--- src/rtl/core/msd_pkg.sv ---
// shared constants, result type and symbol table of the morse stream decoder
package msd_pkg;

   // field and state widths
   localparam int CHAR_W = 8;
   localparam int PAT_W  = 6;
   localparam int LEN_W  = 3;
   localparam int GAP_W  = 3;

   // command codes of the input channel
   localparam logic CMD_CHAR = 1'b0;
   localparam logic CMD_EOM  = 1'b1;

   // result kinds
   localparam logic KIND_TEXT   = 1'b0;
   localparam logic KIND_STATUS = 1'b1;

   // characters of the message alphabet
   localparam logic [CHAR_W-1:0] CHAR_DOT   = 8'h2E;
   localparam logic [CHAR_W-1:0] CHAR_DASH  = 8'h2D;
   localparam logic [CHAR_W-1:0] CHAR_SPACE = 8'h20;
   localparam logic [CHAR_W-1:0] CHAR_NONE  = 8'h00;

   // token and gap limits
   localparam logic [LEN_W-1:0] TOKEN_MAX    = 3'd6;
   localparam logic [LEN_W-1:0] OVERFLOW_LEN = 3'd7;
   localparam logic [GAP_W-1:0] WORD_GAP     = 3'd3;
   localparam logic [GAP_W-1:0] GAP_SAT      = 3'd4;

   // output queue
   localparam int FIFO_DEPTH = 4;
   localparam int PTR_W      = 2;
   localparam int CNT_W      = 3;

   typedef struct packed {
      logic              kind;
      logic [CHAR_W-1:0] text_char;
      logic              error;
      logic              last;
   } rsp_type;

   // symbol table: dot is 0, dash is 1, first symbol in the highest used bit
   function automatic logic [CHAR_W-1:0] rom_lookup(input logic [LEN_W-1:0] len,
                                                    input logic [PAT_W-1:0] pat);
      logic [CHAR_W-1:0] ch;
      ch = CHAR_NONE;
      case ({len, pat})
         {3'd1, 6'b000000}: ch = "e";
         {3'd1, 6'b000001}: ch = "t";
         {3'd2, 6'b000001}: ch = "a";
         {3'd2, 6'b000000}: ch = "i";
         {3'd2, 6'b000011}: ch = "m";
         {3'd2, 6'b000010}: ch = "n";
         {3'd3, 6'b000100}: ch = "d";
         {3'd3, 6'b000110}: ch = "g";
         {3'd3, 6'b000101}: ch = "k";
         {3'd3, 6'b000111}: ch = "o";
         {3'd3, 6'b000010}: ch = "r";
         {3'd3, 6'b000000}: ch = "s";
         {3'd3, 6'b000001}: ch = "u";
         {3'd3, 6'b000011}: ch = "w";
         {3'd4, 6'b001000}: ch = "b";
         {3'd4, 6'b001010}: ch = "c";
         {3'd4, 6'b000010}: ch = "f";
         {3'd4, 6'b000000}: ch = "h";
         {3'd4, 6'b000111}: ch = "j";
         {3'd4, 6'b000100}: ch = "l";
         {3'd4, 6'b000110}: ch = "p";
         {3'd4, 6'b001101}: ch = "q";
         {3'd4, 6'b000001}: ch = "v";
         {3'd4, 6'b001001}: ch = "x";
         {3'd4, 6'b001011}: ch = "y";
         {3'd4, 6'b001100}: ch = "z";
         {3'd5, 6'b011111}: ch = "0";
         {3'd5, 6'b001111}: ch = "1";
         {3'd5, 6'b000111}: ch = "2";
         {3'd5, 6'b000011}: ch = "3";
         {3'd5, 6'b000001}: ch = "4";
         {3'd5, 6'b000000}: ch = "5";
         {3'd5, 6'b010000}: ch = "6";
         {3'd5, 6'b011000}: ch = "7";
         {3'd5, 6'b011100}: ch = "8";
         {3'd5, 6'b011110}: ch = "9";
         {3'd5, 6'b010010}: ch = "/";
         {3'd5, 6'b001010}: ch = "+";
         {3'd5, 6'b010001}: ch = "=";
         {3'd6, 6'b001100}: ch = "?";
         {3'd6, 6'b110011}: ch = ",";
         {3'd6, 6'b010101}: ch = ".";
         default:           ch = CHAR_NONE;
      endcase
      return ch;
   endfunction

endpackage

--- src/rtl/core/msd_req_if.sv ---
// input channel of the morse stream decoder
interface msd_req_if;
   import msd_pkg::*;

   logic              valid;
   logic              ready;
   logic              cmd;
   logic [CHAR_W-1:0] symbol_char;

   modport source (output valid, cmd, symbol_char, input ready);
   modport sink   (input valid, cmd, symbol_char, output ready);
endinterface

--- src/rtl/core/msd_rsp_if.sv ---
// result channel of the morse stream decoder
interface msd_rsp_if;
   import msd_pkg::*;

   logic              valid;
   logic              ready;
   logic              kind;
   logic [CHAR_W-1:0] text_char;
   logic              error;
   logic              last;

   modport source (output valid, kind, text_char, error, last, input ready);
   modport sink   (input valid, kind, text_char, error, last, output ready);
endinterface

--- src/rtl/core/morse_stream_decoder.sv ---
// morse stream decoder: morse text characters in, decoded ascii and status out
// flow: a transaction is registered, then decoded; its results are written to the result queue
// throughput: one input transaction per cycle while two queue entries are free, set by the single
//    decode stage and a four-entry result queue (up to two results per end-of-message transaction)
// reset: synchronous, clears token, gap and error state and empties the queue;
//    the block takes a transaction in the first cycle after reset
module morse_stream_decoder (
   input logic        clock,
   input logic        reset,
   msd_req_if.sink    req_chan,
   msd_rsp_if.source  rsp_chan
);
   import msd_pkg::*;

   // input register
   logic              s0_valid_ff, s0_valid_in;
   logic              s0_cmd_ff;
   logic [CHAR_W-1:0] s0_char_ff;
   logic              req_take;
   logic              s0_fire;

   // decoder state
   logic [PAT_W-1:0]  pat_ff, pat_in;
   logic [LEN_W-1:0]  len_ff, len_in;
   logic [GAP_W-1:0]  gap_ff, gap_in;
   logic              inv_ff, inv_in;
   logic              failed_ff, failed_in;

   // result queue
   rsp_type           fifo_ff [FIFO_DEPTH];
   logic [PTR_W-1:0]  wr_ptr_ff, wr_ptr_in;
   logic [PTR_W-1:0]  rd_ptr_ff, rd_ptr_in;
   logic [CNT_W-1:0]  cnt_ff, cnt_in;
   logic              pop;

   // decode signals
   logic              is_dot, is_dash, is_space;
   logic [CHAR_W-1:0] rom_char, tok_char;
   logic              tok_open, fail_tok, emit_char, emit_ws, text_valid;
   logic [GAP_W-1:0]  gap_inc;
   logic [1:0]        push_n;
   rsp_type           res0, res1;

   // input register takes a transaction when empty or when its item moves on
   assign s0_fire        = s0_valid_ff && (cnt_ff <= CNT_W'(FIFO_DEPTH - 2));
   assign req_chan.ready = !s0_valid_ff || s0_fire;
   assign req_take       = req_chan.valid && req_chan.ready;

   always_comb begin
      s0_valid_in = s0_valid_ff;
      if (req_take) begin
         s0_valid_in = 1'b1;
      end else if (s0_fire) begin
         s0_valid_in = 1'b0;
      end
   end

   always_ff @(posedge clock) begin
      if (reset) begin
         s0_valid_ff <= 1'b0;
      end else begin
         s0_valid_ff <= s0_valid_in;
      end
      if (req_take) begin
         s0_cmd_ff  <= req_chan.cmd;
         s0_char_ff <= req_chan.symbol_char;
      end
   end

   // decode of one item against the token state
   always_comb begin
      is_dot    = (s0_char_ff == CHAR_DOT);
      is_dash   = (s0_char_ff == CHAR_DASH);
      is_space  = (s0_char_ff == CHAR_SPACE);
      rom_char  = rom_lookup(len_ff, pat_ff);
      tok_open  = (len_ff != '0);
      tok_char  = (!inv_ff && (len_ff <= TOKEN_MAX)) ? rom_char : CHAR_NONE;
      gap_inc   = (gap_ff < GAP_SAT) ? gap_ff + GAP_W'(1) : gap_ff;
      fail_tok  = failed_ff || (tok_open && (tok_char == CHAR_NONE));
      emit_char = tok_open && (tok_char != CHAR_NONE) && !failed_ff;
      emit_ws   = (gap_inc == WORD_GAP) && !fail_tok;
      text_valid = emit_char || emit_ws;

      pat_in    = pat_ff;
      len_in    = len_ff;
      gap_in    = gap_ff;
      inv_in    = inv_ff;
      failed_in = failed_ff;
      push_n    = 2'd0;
      res0      = '0;
      res1      = '0;

      if ((s0_cmd_ff == CMD_CHAR) && !is_space) begin
         // symbol joins the open token
         if (len_ff < TOKEN_MAX) begin
            if (is_dot || is_dash) begin
               pat_in = {pat_ff[PAT_W-2:0], is_dash};
            end
            len_in = len_ff + LEN_W'(1);
         end else begin
            len_in = OVERFLOW_LEN;
         end
         if (!(is_dot || is_dash)) begin
            inv_in = 1'b1;
         end
         gap_in = '0;
      end else begin
         // space, or end of message acting as one
         if (tok_open) begin
            pat_in = '0;
            len_in = '0;
            inv_in = 1'b0;
         end
         gap_in    = gap_inc;
         failed_in = fail_tok;

         res0.kind      = KIND_TEXT;
         res0.text_char = emit_char ? tok_char : CHAR_SPACE;
         res0.error     = 1'b0;
         res0.last      = (s0_cmd_ff == CMD_CHAR);

         res1.kind      = KIND_STATUS;
         res1.text_char = CHAR_NONE;
         res1.error     = fail_tok;
         res1.last      = 1'b1;

         if (s0_cmd_ff == CMD_EOM) begin
            if (text_valid) begin
               push_n = 2'd2;
            end else begin
               push_n = 2'd1;
               res0   = res1;
            end
            pat_in    = '0;
            len_in    = '0;
            gap_in    = '0;
            inv_in    = 1'b0;
            failed_in = 1'b0;
         end else if (text_valid) begin
            push_n = 2'd1;
         end
      end
   end

   always_ff @(posedge clock) begin
      if (reset) begin
         pat_ff    <= '0;
         len_ff    <= '0;
         gap_ff    <= '0;
         inv_ff    <= 1'b0;
         failed_ff <= 1'b0;
      end else if (s0_fire) begin
         pat_ff    <= pat_in;
         len_ff    <= len_in;
         gap_ff    <= gap_in;
         inv_ff    <= inv_in;
         failed_ff <= failed_in;
      end
   end

   // result queue pointers and fill count
   assign pop = rsp_chan.valid && rsp_chan.ready;

   always_comb begin
      wr_ptr_in = wr_ptr_ff;
      cnt_in    = cnt_ff - CNT_W'(pop);
      if (s0_fire) begin
         wr_ptr_in = wr_ptr_ff + PTR_W'(push_n);
         cnt_in    = cnt_ff + CNT_W'(push_n) - CNT_W'(pop);
      end
      rd_ptr_in = rd_ptr_ff + PTR_W'(pop);
   end

   always_ff @(posedge clock) begin
      if (reset) begin
         wr_ptr_ff <= '0;
         rd_ptr_ff <= '0;
         cnt_ff    <= '0;
      end else begin
         wr_ptr_ff <= wr_ptr_in;
         rd_ptr_ff <= rd_ptr_in;
         cnt_ff    <= cnt_in;
      end
      if (s0_fire && (push_n != 2'd0)) begin
         fifo_ff[wr_ptr_ff] <= res0;
      end
      if (s0_fire && (push_n == 2'd2)) begin
         fifo_ff[wr_ptr_ff + PTR_W'(1)] <= res1;
      end
   end

   // head of the queue drives the result channel
   assign rsp_chan.valid     = (cnt_ff != '0);
   assign rsp_chan.kind      = fifo_ff[rd_ptr_ff].kind;
   assign rsp_chan.text_char = fifo_ff[rd_ptr_ff].text_char;
   assign rsp_chan.error     = fifo_ff[rd_ptr_ff].error;
   assign rsp_chan.last      = fifo_ff[rd_ptr_ff].last;

   // queue never overfills
   a_fifo_bound: assert property (@(posedge clock) disable iff (reset)
      cnt_ff <= CNT_W'(FIFO_DEPTH))
      else $error("result queue overfilled");

   // an open token means no space has followed the last symbol
   a_token_gap: assert property (@(posedge clock) disable iff (reset)
      (len_ff != '0) |-> (gap_ff == '0))
      else $error("open token with non-zero gap count");

   // end of message leaves the decoder in its reset state
   a_eom_clear: assert property (@(posedge clock) disable iff (reset)
      (s0_fire && (s0_cmd_ff == CMD_EOM)) |=>
         ((len_ff == '0) && (gap_ff == '0) && !failed_ff && !inv_ff))
      else $error("state not cleared after end of message");

   // gap count saturates
   a_gap_sat: assert property (@(posedge clock) disable iff (reset)
      gap_ff <= GAP_SAT)
      else $error("gap count past saturation");

endmodule
--- src/flat_wrapper.sv ---
// flat-port wrapper written by rule: the top's interface ports become plain ports
module morse_stream_decoder_flat import msd_pkg::*;
  (clock, reset, req_chan_valid, req_chan_cmd, req_chan_symbol_char, req_chan_ready, rsp_chan_valid, rsp_chan_kind, rsp_chan_text_char, rsp_chan_error, rsp_chan_last, rsp_chan_ready);
  msd_req_if req_chan_i ();
  msd_rsp_if rsp_chan_i ();
  input logic clock;
  input logic reset;
  input wire logic [$bits(req_chan_i.valid)-1:0] req_chan_valid;
  input wire logic [$bits(req_chan_i.cmd)-1:0] req_chan_cmd;
  input wire logic [$bits(req_chan_i.symbol_char)-1:0] req_chan_symbol_char;
  output wire logic [$bits(req_chan_i.ready)-1:0] req_chan_ready;
  output wire logic [$bits(rsp_chan_i.valid)-1:0] rsp_chan_valid;
  output wire logic [$bits(rsp_chan_i.kind)-1:0] rsp_chan_kind;
  output wire logic [$bits(rsp_chan_i.text_char)-1:0] rsp_chan_text_char;
  output wire logic [$bits(rsp_chan_i.error)-1:0] rsp_chan_error;
  output wire logic [$bits(rsp_chan_i.last)-1:0] rsp_chan_last;
  input wire logic [$bits(rsp_chan_i.ready)-1:0] rsp_chan_ready;
  assign req_chan_i.valid = req_chan_valid;
  assign req_chan_i.cmd = req_chan_cmd;
  assign req_chan_i.symbol_char = req_chan_symbol_char;
  assign req_chan_ready = req_chan_i.ready;
  assign rsp_chan_valid = rsp_chan_i.valid;
  assign rsp_chan_kind = rsp_chan_i.kind;
  assign rsp_chan_text_char = rsp_chan_i.text_char;
  assign rsp_chan_error = rsp_chan_i.error;
  assign rsp_chan_last = rsp_chan_i.last;
  assign rsp_chan_i.ready = rsp_chan_ready;
  morse_stream_decoder u_core (.clock(clock), .reset(reset), .req_chan(req_chan_i), .rsp_chan(rsp_chan_i));
endmodule
--- config.mk ---
export PLATFORM = sky130hd
export DESIGN_NAME = morse_stream_decoder_flat
export DESIGN_NICKNAME = d
export VERILOG_FILES = /design/src/rtl/core/msd_pkg.sv /design/src/rtl/core/msd_req_if.sv /design/src/rtl/core/msd_rsp_if.sv /design/src/rtl/core/morse_stream_decoder.sv /design/src/flat_wrapper.sv
export SDC_FILE = /design/constraint.sdc
export NUM_CORES = 1
export LEC_CHECK = 0
export BUFFER_PORTS_ARGS = -buffer_cell sky130_fd_sc_hd__buf_2
export CORE_ASPECT_RATIO = 1.5
export CORE_MARGIN = 10
export CORE_UTILIZATION = 61
export DETAILED_ROUTE_END_ITERATION = 8
export PLACE_DENSITY = 0.8
export SYNTH_ARGS = -nofsm -noshare
export SYNTH_HDL_FRONTEND = slang
export SYNTH_SLANG_ARGS = --single-unit
--- constraint.sdc ---
create_clock -name clock -period 4.4 [get_ports clock]
set_clock_uncertainty 0.1 [all_clocks]
set_input_delay 1.32 -clock clock [delete_from_list [all_inputs] [get_ports clock]]
set_output_delay 1.32 -clock clock [all_outputs]
set_load 0.005 [all_outputs]
* Word-level counts from Yosys, hierarchy flattened
Memories as Yosys holds them, arrays and structs flattened. A register that Yosys moved wholly into a read port is not among the register bits. Cells that the tools add are included.
Storage, ports and cells: output and inout port bits 13, memories kept 1, bits in writable memories 44, bits in registers 31
Memories:
- u_core.fifo_ff | depth 4, width 11, rd ports 1, clocked after Yosys merged registers in 1, write ports 2, RTL line morse_stream_decoder.sv:30 | rsp_type fifo_ff [FIFO_DEPTH];
Cells by class: equal/unequal tests 50, order comparisons 4, reduce and logical (&&, ||, !) cells 31, mux-type cells 36, bitwise operators 2, $add $sub $neg 8
Operators with widths (count):
- $pmux 7 s42 | 1
- $eq 9x9->1 const B | 28
- $eq 9x8->1 const B | 12
- $mux 11 | 4
- $mux 6 | 5
- $eq 8x6->1 const B | 3
- $mux 3 | 8
- $eq 9x7->1 const B | 2
- $mux 1 | 12
- $logic_and 1x1->1 | 11
- $reduce_bool 3->1 | 3
- $logic_not 8->1 | 1
- $mux 2 | 4
- $mux 8 | 1
- $reduce_bool 8->1 | 1
- $mux 7 | 1
- $add 3x1->3 const B | 2
- $lt 3x3->1 const B | 2
- $ne 2x2->1 const B | 3
- $sub 3x1->3 | 2
- $logic_not 1->1 | 5
- $logic_or 1x1->1 | 4
- $reduce_and 2->1 | 2
- $reduce_and 4->1 | 1
- other kinds (11) | 13

* Logic depth before layout (Yosys ltp)
depth in word-level cells 16, depth in mapped cells 17, gate-level depth less buffers 15

* Worst setup path before layout
No wires, ideal clock.
path kind reg2reg, start point reg u_core.len_ff[1], end point reg u_core.cnt_ff[2], slack 678 ps, path buffers 2, arrival time 3536 ps, period minus slack after synthesis 3722 ps, library setup time 86 ps, cell stages (with the launch flop) 17, cell sequence dfxtp_1 > inv_1 > ha_1 > clkbuf_1 > nand4b_1 > o32a_1 > o32ai_1 > or4_1 > buf_2 > and2_1 > ha_1 > and2_1 > ha_1 > fa_1 > xor2_1 > nor2_1 > a211oi_1
Between the ends: longest elaborated chain between the ends 15, elaborated cells between the ends (all ways) 63
Ends and longest elaborated chain:
- start, declared | RTL line morse_stream_decoder.sv:24 | logic [LEN_W-1:0] len_ff, len_in;
- start signal, assigned | RTL line morse_stream_decoder.sv:154 | len_ff <= len_in;
- $eq 9x9->1, or another cell as far along | RTL line msd_pkg.sv:47 | case ({len, pat})
- $pmux 7 s42 or $logic_and 1x1->1 (tied branches) | RTL line msd_pkg.sv:47, morse_stream_decoder.sv:77
- $mux 7 | RTL line morse_stream_decoder.sv:77 | tok_char = (!inv_ff && (len_ff <= TOKEN_MAX)) ? rom_char : CHAR_NONE;
- $logic_not 8->1 | RTL line morse_stream_decoder.sv:79 | fail_tok = failed_ff || (tok_open && (tok_char == CHAR_NONE));
- $logic_and 1x1->1 | RTL line morse_stream_decoder.sv:79
- $logic_or 1x1->1 | RTL line morse_stream_decoder.sv:79
- $logic_not 1->1 | RTL line morse_stream_decoder.sv:81 | emit_ws = (gap_inc == WORD_GAP) && !fail_tok;
- $logic_and 1x1->1 | RTL line morse_stream_decoder.sv:81
- $logic_or 1x1->1 * | RTL line morse_stream_decoder.sv:82 | text_valid = emit_char || emit_ws;
- $mux 1 or $mux 2 (tied branches) | RTL line morse_stream_decoder.sv:139, morse_stream_decoder.sv:128
- $mux 2 * | RTL line morse_stream_decoder.sv:127 | if (s0_cmd_ff == CMD_EOM) begin
- $mux 2 * | RTL line morse_stream_decoder.sv:93 | if ((s0_cmd_ff == CMD_CHAR) && !is_space) begin
- $add 3x2->3 * | RTL line morse_stream_decoder.sv:169 | cnt_in = cnt_ff + CNT_W'(push_n) - CNT_W'(pop);
- $sub 3x1->3 * | RTL line morse_stream_decoder.sv:169
- $mux 3 * | RTL line morse_stream_decoder.sv:167 | if (s0_fire) begin
- end signal, assigned | RTL line morse_stream_decoder.sv:182 | cnt_ff <= cnt_in;
- end, declared | RTL line morse_stream_decoder.sv:33 | logic [CNT_W-1:0] cnt_ff, cnt_in;
Every way passes the cells marked *; elsewhere a longest branch is shown, timed or not. A chain may end at the register's enable or synchronous reset.

* Worst setup path in the final report
Ends and elaborated chain as after synthesis.

==> metrics.md <==
| Metric | Value |
|---|---|
| Hold_buf cts | `0` |
| Post-CTS sizing | `0` |
| CTS Buf Count | `9` |
| Final Net Count | `between 400 and 500` |
| Setup TNS | `0 ns` |
| Yosys top cell area share | `23.96%` |
| Crit path max-delay family | `adder cells` |
| Final Setup Violations | `0` |
| Placed Cells | `532` |
| EDFF count, synth | `21` |
| Die ar. | `between 10,000 and 15,000 um^2` |
| Rows | `36` |
| Critical path class | `reg2reg` |
| Clock Root Buffer | `clkbuf_8` |
| Yosys cell types | `72` |
| Synth top cells by count | `dfxtp_1, nand2_1, nor2_1` |
| Drt total wl | `9.979 mm` |
| Crit start category | `flop` |
| Fraction of registers with async set or reset after synthesis | `0%` |
| Syn nets | `477` |
| N_diodes | `0` |
| Per-cell routed wire length | `~18 um` |
| Minimum clock period after layout | `approximately 4.0 ns` |
| FILL cells | `523` |
| Vias/cell | `6.528` |
| Leakage power | `roughly 1.7 nW` |
| Relative slew slack | `52.06%` |
| Initial detailed-routing violation count | `204` |
| Unrepaired setup endpoints after global routing | `no` |
| Predominant post-synthesis flop cell | `dfxtp_1` |
| Worst hold path class | `reg2reg` |
| CTS clk-pin slew, worst paths | `approximately 0.08 ns` |
| Yosys top cell by area | `dfxtp_1` |
| WP data required | `4.57 ns` |
| 1st-pass router iterations | `5` |
| Syn avg cell area | `9.284 um^2` |
| Initial antenna violation count | `0` |
| VDD IR max | `approximately 0.31 mV` |
| Max cap viols | `0` |
| CP Max Fanout | `8` |
| Setup crit end kind | `flop` |
| Most frequent CP cell | `ha_1` |
| Sequential area share after synthesis | `approximately two fifths` |
| Most common cell in the netlist | `dfxtp_1` |
| Fin. Hold Viols | `0` |
| Chip height | `between 100 and 150 um` |
| Power Density | `around 370 nW/um^2` |
| Status | `finished clean` |
| Max incr delay on CP | `0.50 ns` |
| IO buf count | `24` |
| Chip width | `87.57 um` |
| Core area | `6576 um^2` |
| P&R area growth vs syn | `7.697%` |
| Drc violations | `0` |
| CP Cell Sequence | `ha_1 -> nor4b_2 -> o21ai_0 -> a221oi_1 -> or4_1 -> and2_1 -> ha_1 -> and2_1 -> ha_1 -> fa_1 -> xor2_1 -> nor2_1 -> a211oi_1` |
| CP max-delay cell | `a221oi_1` |
| Fmax | `approximately 250 MHz` |
| Vias in the first global route | `~3,500` |
| CTS tree | `built` |
| Synth area leaders | `dfxtp_1, edfxtp_1, mux4_2` |
| Largest net degree at the start of global routing | `23` |
| Via count | `3,571` |
| Register bit total from synthesis | `71` |
| Worst hold margin | `between 0.3 and 0.4 ns` |
| Tot GR Track Use | `between 10% and 20%` |
| Setup repair bufs after CTS | `0` |
| Hpwl dp | `7.539 mm` |
| Final Non-Filler Cells | `between 500 and 600` |
| CTS H-tree depth | `3` |
| CTS Sinks | `71` |
| Crit path arrival time | `4.13 ns` |
| Gr ovfl total | `0` |
| Clock Tree Buf Depth | `2` |
| IO Pins | `26` |
| First-pass GRT wire length | `16.88 mm` |
| Worst-Skew Late Latency | `~0.36 ns` |
| Crit share post-route | `89.89%` |
| Max Slew Vio Count | `0` |
| Buf/Inv on CP | `0` |
| Layout cells sized above 1 | `approximately 16%` |
| Post-Syn Area | `4178 um^2` |
| Antenna Nets Post-Route | `0` |
| Measured slew at the worst slew-check pin | `roughly 0.72 ns` |
| Yosys warnings | `0` |
| Starting Density | `~64%` |
| RePlAce Congestion | `0.9489` |
| Cells after synthesis | `450` |
-- worst register-to-register path: stages, from the launching register on --
cell      delay, ns
dfxtp_1        0.46
ha_1           0.34
nor4b_2        0.43
o21ai_0        0.19
a221oi_1       0.50
or4_1          0.23
and2_1         0.16
ha_1           0.28
and2_1         0.18
ha_1           0.21
fa_1           0.37
xor2_1         0.16
nor2_1         0.06
a211oi_1       0.21
-- worst paths after layout --
| check | slack (ns) | from | to | cells after the start |
|---|---|---|---|---|
| max | 0.44 | u_core.len_ff[1]$_SDFFE_PP0P_ | u_core.cnt_ff[2]$_SDFF_PP0_ | 13 |
| max reg2reg | 0.44 | u_core.len_ff[1]$_SDFFE_PP0P_ | u_core.cnt_ff[2]$_SDFF_PP0_ | 13 |
| min reg2reg | 0.35 | u_core.fifo_ff[3][3]$_SDFFE_PP0P_ | u_core.fifo_ff[3][3]$_SDFFE_PP0P_ | 2 |
| min | 0.35 | u_core.fifo_ff[3][3]$_SDFFE_PP0P_ | u_core.fifo_ff[3][3]$_SDFFE_PP0P_ | 2 |
-- cells in the final DEF, fill, tap and decap left out, types with 8 or more instances in the layout --
cell type | synthesis | final
dfxtp_1 | 50 | 50
nor2_1 | 36 | 36
nand2_1 | 36 | 36
a21oi_1 | 28 | 28
buf_2 | 10 | 24
o21ai_0 | 23 | 23
edfxtp_1 | 21 | 21
inv_1 | 18 | 18
nand3_1 | 17 | 17
a22o_1 | 17 | 17
ha_1 | 13 | 13
buf_4 | 1 | 11
mux4_2 | 10 | 10
nand2b_1 | 9 | 9
clkbuf_8 | 0 | 9
o21ai_1 | 8 | 8
nor2b_1 | 8 | 8
nor3_1 | 8 | 8
a211oi_1 | 8 | 8
-- cell families after synthesis --
logic type	count (synthesis)	synth area share (%)
other cells	1	0.08976
compound gates	130	21.32
flops	71	39.05
simple gates	170	23.33
mux	10	5.391
xor+xnor	7	1.468
buf+inv	47	4.972
fa+ha+maj	14	4.373
-- power breakdown --
group	leakage [nW]	internal (mW)	switching (mW)	total, mW
clock network	0.0861	0.202	0.257	0.459
logic	0.979	0.192	0.224	0.415
registers	0.599	0.720	0.0661	0.786
total	1.66	1.11	0.547	1.66
-- metal layers --
layer | part of all wire, % | global-route usage, % | vias to the layer above | wire length, um
li1 | - | - | 1719 | -
met1 | 41 | 23.06 | 1701 | 4050
met2 | 53 | 34.08 | 128 | 5243
met3 | 4.8 | 2.688 | 23 | 475
met4 | 2.1 | 7.300 | 0 | 209
met5 | 0 | 0 | - | 0
-- flip-flops by register name, indices dropped and copies added (netlist names) --
name	count
u_core.rd_ptr_ff	2
u_core.len_ff	3
u_core.gap_ff	3
u_core.s0_cmd_ff	1
u_core.fifo_ff	40
u_core.inv_ff	1
u_core.failed_ff	1
u_core.pat_ff	6
u_core.s0_valid_ff	1
u_core.wr_ptr_ff	2
u_core.cnt_ff	3
u_core.s0_char_ff	8
-- layout make-up --
class / count / area, um^2 / share of cell area [%]
Clock buffer: 10 / 127.6 / 2.836
Clock inverter: 5 / 36.28 / 0.8065
Inverter: 18 / 67.56 / 1.502
Multi-Input combinational cell: 332 / 2338 / 51.97
Sequential cell: 71 / 1632 / 36.26
Tap cell: 76 / 95.09 / 2.113
Timing Repair Buffer: 35 / 202.7 / 4.505
-- metrics by stage --
step | power [mW] | util (%) | setup WS (ns) | area [um^2]
2_1_floorplan | 1.105 | - | 0.6784 | 4178
3_3_place_gp | 1.206 | 65.92 | 0.6313 | 4335
3_5_place_dp | 1.218 | 65.92 | 0.4734 | 4335
4_1_cts | 1.668 | 68.42 | 0.4686 | 4499
5_1_grt | 1.752 | 68.42 | 0.1164 | 4499
6_report | 1.661 | 68.42 | 0.4447 | 4499
Power figures use the tool's default switching activity.
